### src/hdl/angle_bias_kalman_filter_core_defines.svh
// Assertion macros for the angle/bias filter core
`ifndef ANGLE_BIAS_KALMAN_FILTER_CORE_DEFINES_SVH
`define ANGLE_BIAS_KALMAN_FILTER_CORE_DEFINES_SVH
// implication checked at every rising clock edge, disabled during reset
`define ABK_ASSERT_IMPL(lbl, clk, rst, ante, cons) \
   lbl: assert property (@(posedge clk) disable iff (rst) (ante) |-> (cons)) \
      else $error("assertion failed");
// next-cycle implication, also disabled during reset
`define ABK_ASSERT_NEXT(lbl, clk, rst, ante, cons) \
   lbl: assert property (@(posedge clk) disable iff (rst) (ante) |=> (cons)) \
      else $error("assertion failed");
`endif

### src/hdl/abkf_pkg.sv
// ---------------------------------------------------------------------------
// abkf_pkg
// Types and constants for the angle/bias filter core.
// ---------------------------------------------------------------------------
`default_nettype none
package abkf_pkg;
   localparam int unsigned DATA_W = 32;
   localparam int unsigned CSR_IDX_W = 2;
   localparam logic [DATA_W-1:0] ANGLE_NOISE_RST = 32'd1288490;
   localparam logic [DATA_W-1:0] BIAS_NOISE_RST = 32'd3865471;
   localparam logic [DATA_W-1:0] MEASURE_NOISE_RST = 32'd3435973837;
   localparam logic [DATA_W-1:0] STEP_TIME_RST = 32'd21474836;
   localparam logic signed [31:0] ONE_Q28 = 32'sh1000_0000;

   typedef enum logic [CSR_IDX_W-1:0] {
      REG_ANGLE_NOISE = 2'd0,
      REG_BIAS_NOISE = 2'd1,
      REG_MEASURE_NOISE = 2'd2,
      REG_STEP_TIME = 2'd3
   } reg_idx_type;

   typedef enum logic [4:0] {
      ST_IDLE, ST_ANG, ST_P00, ST_P01, ST_P10, ST_DEN, ST_K0, ST_K0W, ST_K1, ST_K1W,
      ST_INNOV, ST_AUPD, ST_BUPD, ST_CAA, ST_CAB, ST_CBA, ST_CBB, ST_OUT
   } state_type;

   function automatic logic signed [31:0] sat32(input logic signed [65:0] v);
      if (v > 66'sd2147483647) return 32'sh7fffffff;
      if (v < -66'sd2147483648) return 32'sh80000000;
      return v[31:0];
   endfunction

   function automatic logic [31:0] q32_to_q28(input logic [31:0] x);
      logic [32:0] s;
      s = {1'b0, x} + 33'd8;
      return {3'b000, s[32:4]};
   endfunction
endpackage
`default_nettype wire

### src/hdl/abkf_div.sv
// ---------------------------------------------------------------------------
// abkf_div
// Restoring divider, one quotient bit per cycle: q = (n + d/2) / d.
// ---------------------------------------------------------------------------
`default_nettype none
module abkf_div import abkf_pkg::*; (
   input  wire logic        clock,
   input  wire logic        reset,
   input  wire logic        start,
   input  wire logic [62:0] num,
   input  wire logic [32:0] den,
   output logic             done,
   output logic [62:0]      quo
);
   logic [62:0] q_ff, q_in;
   logic [33:0] r_ff, r_in;
   logic [32:0] d_ff, d_in;
   logic [5:0] cnt_ff, cnt_in;
   logic run_ff, run_in;
   logic [33:0] trial;

   always_comb begin
      q_in = q_ff;
      r_in = r_ff;
      d_in = d_ff;
      cnt_in = cnt_ff;
      run_in = run_ff;
      trial = {r_ff[32:0], q_ff[62]};
      if (start) begin
         q_in = num + {31'd0, den[32:1]};
         r_in = '0;
         d_in = den;
         cnt_in = 6'd62;
         run_in = 1'b1;
      end else if (run_ff) begin
         q_in = {q_ff[61:0], 1'b0};
         if (trial >= {1'b0, d_ff}) begin
            r_in = trial - {1'b0, d_ff};
            q_in[0] = 1'b1;
         end else begin
            r_in = trial;
         end
         if (cnt_ff == 6'd0) run_in = 1'b0;
         else cnt_in = cnt_ff - 6'd1;
      end
   end

   always_ff @(posedge clock) begin
      q_ff <= q_in;
      r_ff <= r_in;
      d_ff <= d_in;
      cnt_ff <= cnt_in;
      if (reset) run_ff <= 1'b0;
      else run_ff <= run_in;
   end

   assign done = run_ff && (cnt_ff == 6'd0);
   assign quo = q_in;
endmodule
`default_nettype wire

### config.mk
export PLATFORM = sky130hd
export DESIGN_NAME = abkf_div
export DESIGN_NICKNAME = d
export VERILOG_FILES = /design/src/hdl/angle_bias_kalman_filter_core_defines.svh /design/src/hdl/abkf_pkg.sv /design/src/hdl/abkf_div.sv
export SDC_FILE = /design/constraint.sdc
export NUM_CORES = 1
export LEC_CHECK = 0
export CORE_ASPECT_RATIO = 1.1
export CORE_MARGIN = 5
export CORE_UTILIZATION = 30
export DETAILED_ROUTE_END_ITERATION = 7
export DONT_BUFFER_PORTS = 1
export GPL_ROUTABILITY_DRIVEN = 1
export GPL_TIMING_DRIVEN = 1
export PLACE_DENSITY = 0.52
export SLEW_MARGIN = 30
export SYNTH_ARGS = -nofsm -noshare
export SYNTH_HDL_FRONTEND = slang
export SYNTH_SLANG_ARGS = --single-unit
### constraint.sdc
create_clock -name clock -period 7.5 [get_ports clock]
set_input_delay 0 -clock clock [delete_from_list [all_inputs] [get_ports clock]]
set_output_delay 0 -clock clock [all_outputs]
set_load 0.01 [all_outputs]
==> results of run 1 <==
## kinds of logic after synthesis
| family | Yosys count | synth area share (%) |
|---|---|---|
| buffers and inverters | 118 | 5.14 |
| multiplexers | 54 | 5.68 |
| XOR/XNOR | 86 | 7.72 |
| AND/OR/NAND/NOR | 322 | 15.9 |
| flip-flops | 136 | 31.3 |
| adder cells (fa/ha/maj) | 69 | 9.00 |
| AO/OA/AOI/OAI | 365 | 25.3 |
## flip-flops by register name, summed over array words and instances, names as in the netlist
name    count
r_ff       33
d_ff       33
cnt_ff      6
run_ff      1
q_ff       63
## layer usage
metal  track usage [%]  vias to the layer above  wire (µm)
met5                 0                        -          8
met4              5.84                        2        886
met3              6.04                       50       2450
met2              28.7                      222      14600
met1              18.2                     3968      12100
li1                  -                     4280          -
## worst max-delay path, delay by kind of cell (launching register included)
kind / cells / cell delay (ps)
AOI/OAI and AO/OA: 4 / 1100
adders and majority gates: 1 / 470
buffers and inverters: 2 / 430
DFF: 1 / 320
and+or+nand+nor: 5 / 1250
## layout make-up
cell class | instances | area, µm² | area share (%)
antenna | 3 | 7.51 | 0.0660
clock buffer | 20 | 489 | 4.30
clock inverter | 12 | 85.1 | 0.748
inverter | 59 | 221 | 1.95
multi-input combinational | 896 | 6220 | 54.7
sequential | 136 | 3060 | 26.9
tap | 426 | 533 | 4.68
timing repair buffer | 76 | 766 | 6.73
## cells in the final DEF, fill, tap and decap left out, types with 5 or more instances in the layout
cell and n:
nand4_1 19, o21ai_0 52, ha_1 67, o21a_1 7
a211o_1 5, a211oi_1 72, buf_4 5, nor3_1 11
clkbuf_16 19, a311oi_1 10, nand3_1 15, o21ai_1 13
dfxtp_1 102, a21oi_1 101, o21bai_1 8, dlygate4sd3_1 70
inv_1 58, nor2_1 71, mux2i_1 43, a21o_1 33
edfxtp_1 33, xnor2_1 66, a31oi_1 11, a2111oi_2 9
mux2_2 7, nand2_1 117, xor2_1 20, and3_1 15
nor2b_1 40
## how the worst min path moves through the flow
stage	start	endpoint	slack, ps	depth (start not counted)
2_1_floorplan	reset	run_ff	70	1
3_3_place_gp	reset	run_ff	60	1
3_5_place_dp	reset	run_ff	60	1
4_1_cts	num[37]	q_ff[38]	8	4
5_1_grt	num[62]	q_ff[62]	20	2
6_report	num[49]	q_ff[50]	30	4
## per-stage QoR
stage          worst slack [ps]  std cells
4_1_cts                    3440       1625
2_1_floorplan              4630       1150
3_3_place_gp               3850       1522
3_5_place_dp               3790       1522
5_1_grt                    3200       1627
6_report                   3490       1628
## where the power goes
part           internal [W]  switching, W
sequential         0.000840     0.0000453
combinational      0.000261      0.000392
clock              0.000473      0.000346
==> run_results.csv, run 1 <==
group,metric,value,unit
outcome,status,"finished clean",
yosys,synth-edff-count,33,
timing,maxSlewHeadroom,41.4,%
yosys,synth-main-ff-cell,"dfxtp_1",
critical_path,reg2reg_setup_slack,3800,ps
clock_network,root_buffer,"clkbuf_16",
timing,fin_crit_sh,53.4,%
global_routing,grtUsageTotal,16.3,%
clock_network,cts_buffers,17,
critical_path,worstPathRequired,7500,ps
critical_path,start_kind,"flip-flop",
power,p_total,0.00236,W
critical_path,regToRegEndpoint,"q_ff[0]",
floorplan,die_y,199,µm
global_routing,antenna_found_initial,3,
yosys,avgSynthCellArea,8.49,µm²
critical_path,critPathMaxStageDelay,590,ps
timing,hold_ws,25.4,ps
yosys,synth_cell_types,76,
yosys,synth_top_area_share,21.1,%
cells_and_area,fin_util,35.3,%
timing,fin_tns_setup,0,ps
drt,vias_per_cell,5.23,
power,peakVddDrop,0.109,mV
critical_path,endpoint,"quo[0]",
critical_path,cp-startpoint,"d_ff[22]",
clock_network,clock_sinks,136,
yosys,async_reset_ff_share,0,%
floorplan,die_w,182,µm
cells_and_area,nets,1354,
clock_network,clk_latency,430,ps
cells_and_area,fin_area,11400,µm²
clock_network,max-clock-path-buffers,2,
timing,max_freq,0.250,GHz
clock_network,cts.repair.resized,0,
cells_and_area,nFillCells,3343,
timing,setup_viol,0,
clock_network,htree_levels,4,
drt,first_iter_violations,369,
clock_network,cts_tree,"yes",
floorplan,rows,69,
drt,drc,0,
yosys,netlist_instances,1150,
drt,post_drt_wl_per_cell,18.4,µm
cells_and_area,synthToLayoutAreaGrowth,16.5,%
timing,skew,10.9,ps
critical_path,cp-end-kind,"output port",
yosys,synth.most_common_cell,"nand2_1",
yosys,synth_fp_nets,1318,
drt,wirelength,30000,µm
floorplan,boundaryPins,163,
clock_network,clkTransAtPathRegs,70,ps
yosys,synth_area_leaders,"dfxtp_1 21%, edfxtp_1 10%, ha_1 8.6%",
floorplan,start_util,30.3,%
placed_design,place_area,10100,µm²
critical_path,cp_slowest_cell,"a21oi_4",
drt,postRouteAntennaNets,0,
power,power.density,207,nW/µm²
drt,first_pass_iters,5,
global_routing,grt_overflow,0,
yosys,ys_top_cells_by_count,"117 x nand2_1, 103 x dfxtp_1, 101 x a21oi_1",
critical_path,arrival,4010,ps
flow_run,max-cap-violations,0,
yosys,netlist_area,9760,µm²
cells_and_area,final_layout_size_suffix_gt1_share,6.17,%
yosys,yosys_register_bits,136,
yosys,yosysWarnings,0,
timing,maxSlewViolCount,0,
placed_design,hpwlAfterDp,22300,µm
timing,rsz0062_at_grt,"no",
timing,finalCriticalPeriod,4010,ps
drt,num_vias,8522,
floorplan,die_area,36300,µm²
critical_path,cp_max_fo,20,
min_path,hold_path.class,"in2reg",
global_routing,first_global_vias,8671,
timing,hold_violations,0,
global_routing,grt_max_degree,170,
power,p_leak,4.41,nW
critical_path,reg2reg_from,"d_ff[22]",
yosys,synth_largest_area_cell,"dfxtp_1",
floorplan,core_area,32200,µm²
global_routing,grt_pass1_wl,47500,µm
critical_path,cp_cell_sequence,"inv_1, ha_1, nand2_1, nor4_1, nand4_1, a21oi_2, nor2_1, a21oi_4, buf_4, and2_1, a21oi_1, o21ai_1",
clock_network,cts_hold_buf,71,
placed_design,io_buffers,0,
yosys,ys_seq_area_share,31.3,%
timing,worst_slew_pin_slew,877,ps
critical_path,crit_type,"reg2out",
critical_path,worst_r2r_path_depth,12,
placed_design,gp_congestion,0.856,
clock_network,cts_setup_buffers,0,
(Power assumes the default switching activity.)
==> run 2: changes to the inputs <==
- PLACE_DENSITY: 0.52 -> 0.53
- clock period: 7.5 -> 3.46 ns (I/O delays scaled with it)
==> run 2 against run 1 <==
Against the previous run:
- sequential power increased by 120%
- clock power rose by 150%
- sequential share of layout area is 0.87 points lower
- power grew 130%
- largest cell class unchanged
- largest power group is now clock
==> run_results.csv, run 2 (same netlist as run 1, synthesis figures left out) <==
group,metric,value,unit
timing,fin_crit_sh,93.9,%
critical_path,cp_num_buf_inv,4,
critical_path,reg2reg_setup_slack,260,ps
timing,max_freq,0.308,GHz
placed_design,hpwlAfterDp,22600,µm
cells_and_area,top_register,"q_ff",
clock_network,root_buffer,"clkbuf_16",
floorplan,die_area,36300,µm²
drt,postRouteAntennaNets,0,
timing,fin_ws,209,ps
drt,first_pass_iters,5,
placed_design,gp_congestion,0.881,
critical_path,arrival,3250,ps
cells_and_area,nFillCells,3342,
timing,maxSlewHeadroom,46.2,%
global_routing,first_global_vias,8763,
drt,first_iter_violations,513,
global_routing,grt_overflow,0,
placed_design,io_buffers,0,
flow_run,max-cap-violations,0,
floorplan,boundaryPins,163,
critical_path,cp_max_fo,13,
critical_path,crit_family,"compound AO/OA/AOI/OAI gates",
power,power.density,461,nW/µm²
timing,fin_tns_setup,0,ps
timing,maxSlewViolCount,0,
global_routing,antenna_found_initial,2,
clock_network,clkTransAtPathRegs,60,ps
critical_path,cp_cell_sequence,"ha_1, inv_1, fa_1, nor2b_1, o21ai_1, a21oi_2, o21ai_1, a21oi_2, o2111ai_1, buf_4, a2111oi_2, xnor2_1, dlygate4sd3_1, a21oi_1, buf_4",
cells_and_area,fin_util,36.5,%
cells_and_area,final_cell_mix,"117 x nand2_1, 102 x dfxtp_1, 99 x a21oi_1, 76 x dlygate4sd3_1, 72 x a211oi_1",
placed_design,place_area,10300,µm²
outcome,status,"finished clean",
floorplan,die_y,199,µm
clock_network,clock_sinks,136,
timing,setup_viol,0,
critical_path,start_kind,"input pin",
timing,hold_violations,0,
drt,drc,0,
power,p_total,0.00542,W
floorplan,start_util,30.3,%
power,peakVddDrop,0.267,mV
clock_network,cts_buffers,17,
drt,post_drt_wl_per_cell,18.5,µm
timing,worst_slew_pin_slew,806,ps
cells_and_area,largest_reg_flops,63,
floorplan,rows,69,
timing,skew,11.9,ps
critical_path,critPathMaxStageDelay,570,ps
floorplan,die_w,182,µm
min_path,hold_path.class,"in2reg",
cells_and_area,synthToLayoutAreaGrowth,20.5,%
critical_path,cp_slowest_cell,"dlygate4sd3_1",
timing,finalCriticalPeriod,3250,ps
clock_network,cts_tree,"yes",
clock_network,clk_latency,430,ps
global_routing,grt_pass1_wl,48100,µm
clock_network,max-clock-path-buffers,2,
cells_and_area,fin_area,11800,µm²
drt,wirelength,30600,µm
clock_network,cts_setup_buffers,0,
cells_and_area,reg_top3,"q_ff (63), d_ff (33), r_ff (33)",
drt,num_vias,8674,
global_routing,grtUsageTotal,16.6,%
cells_and_area,final_common_cell,"nand2_1",
critical_path,cp-end-kind,"output port",
critical_path,crit_type,"in2out",
floorplan,core_area,32200,µm²
drt,vias_per_cell,5.23,
timing,rsz0062_at_grt,"yes",
clock_network,htree_levels,4,
placed_design,dp_slack,317,ps
cells_and_area,final_layout_size_suffix_gt1_share,8.60,%
power,p_leak,4.60,nW
global_routing,grt_max_degree,182,
cells_and_area,nets,1387,
critical_path,worstPathRequired,3460,ps
## run 2: worst paths after layout
check             startpoint       end  cells after the start
setup / recovery      num[0]   quo[54]                     15
setup reg to reg    q_ff[62]  r_ff[32]                     13
hold reg to reg      r_ff[7]   r_ff[7]                      2
hold / removal       num[33]  q_ff[34]                      4
## run 2: layer usage
layer	wire, µm	part of all wire [%]	vias up	GRT usage (%)
li1	-	-	4351	-
met1	12500	41	4068	18.7
met2	15200	50	216	29.4
met3	2180	7.1	39	5.59
met4	744	2.4	0	5.37
met5	0	0	-	0
## run 2: area by class of cell
| type | instances | area (µm²) | area share, % |
|---|---|---|---|
| Clock inverter | 12 | 161 | 1.37 |
| Timing Repair Buffer | 109 | 1040 | 8.85 |
| Sequential cell | 136 | 3060 | 26.0 |
| Tap cell | 426 | 533 | 4.53 |
| Clock buffer | 20 | 489 | 4.16 |
| Antenna cell | 2 | 5.00 | 0.0426 |
| Inverter | 59 | 221 | 1.88 |
| Multi-Input combinational cell | 896 | 6250 | 53.2 |
## run 2: repair_timing
item                                   4_1_cts  5_1_grt
gates resized for setup                      0        7
endpoints found under the hold margin      161        0
setup endpoints to repair                    0        6
hold buffers                                77        0
## run 2: report_power, final
| group | switching, W | leakage [nW] | internal (W) |
|---|---|---|---|
| clock network | 0.000763 | 0.321 | 0.00125 |
| logic | 0.000869 | 3.09 | 0.000619 |
| registers | 0.000104 | 1.18 | 0.00182 |
| total | 0.00174 | 4.60 | 0.00369 |
## run 2: worst min-delay path, stage by stage
cell,delay [ps]
nand2_1,60
a211oi_1,60
xnor2_1,180
a21oi_1,90
## run 2: per-stage QoR
| step | hold slack (ps) | std cells |
|---|---|---|
| 5_1_grt | 35.3 | 1660 |
| 4_1_cts | 0.857 | 1658 |
| 6_report | 16.6 | 1660 |
| 2_1_floorplan | 69.1 | 1150 |
| 3_3_place_gp | 61.1 | 1549 |
| 3_5_place_dp | 61.5 | 1549 |
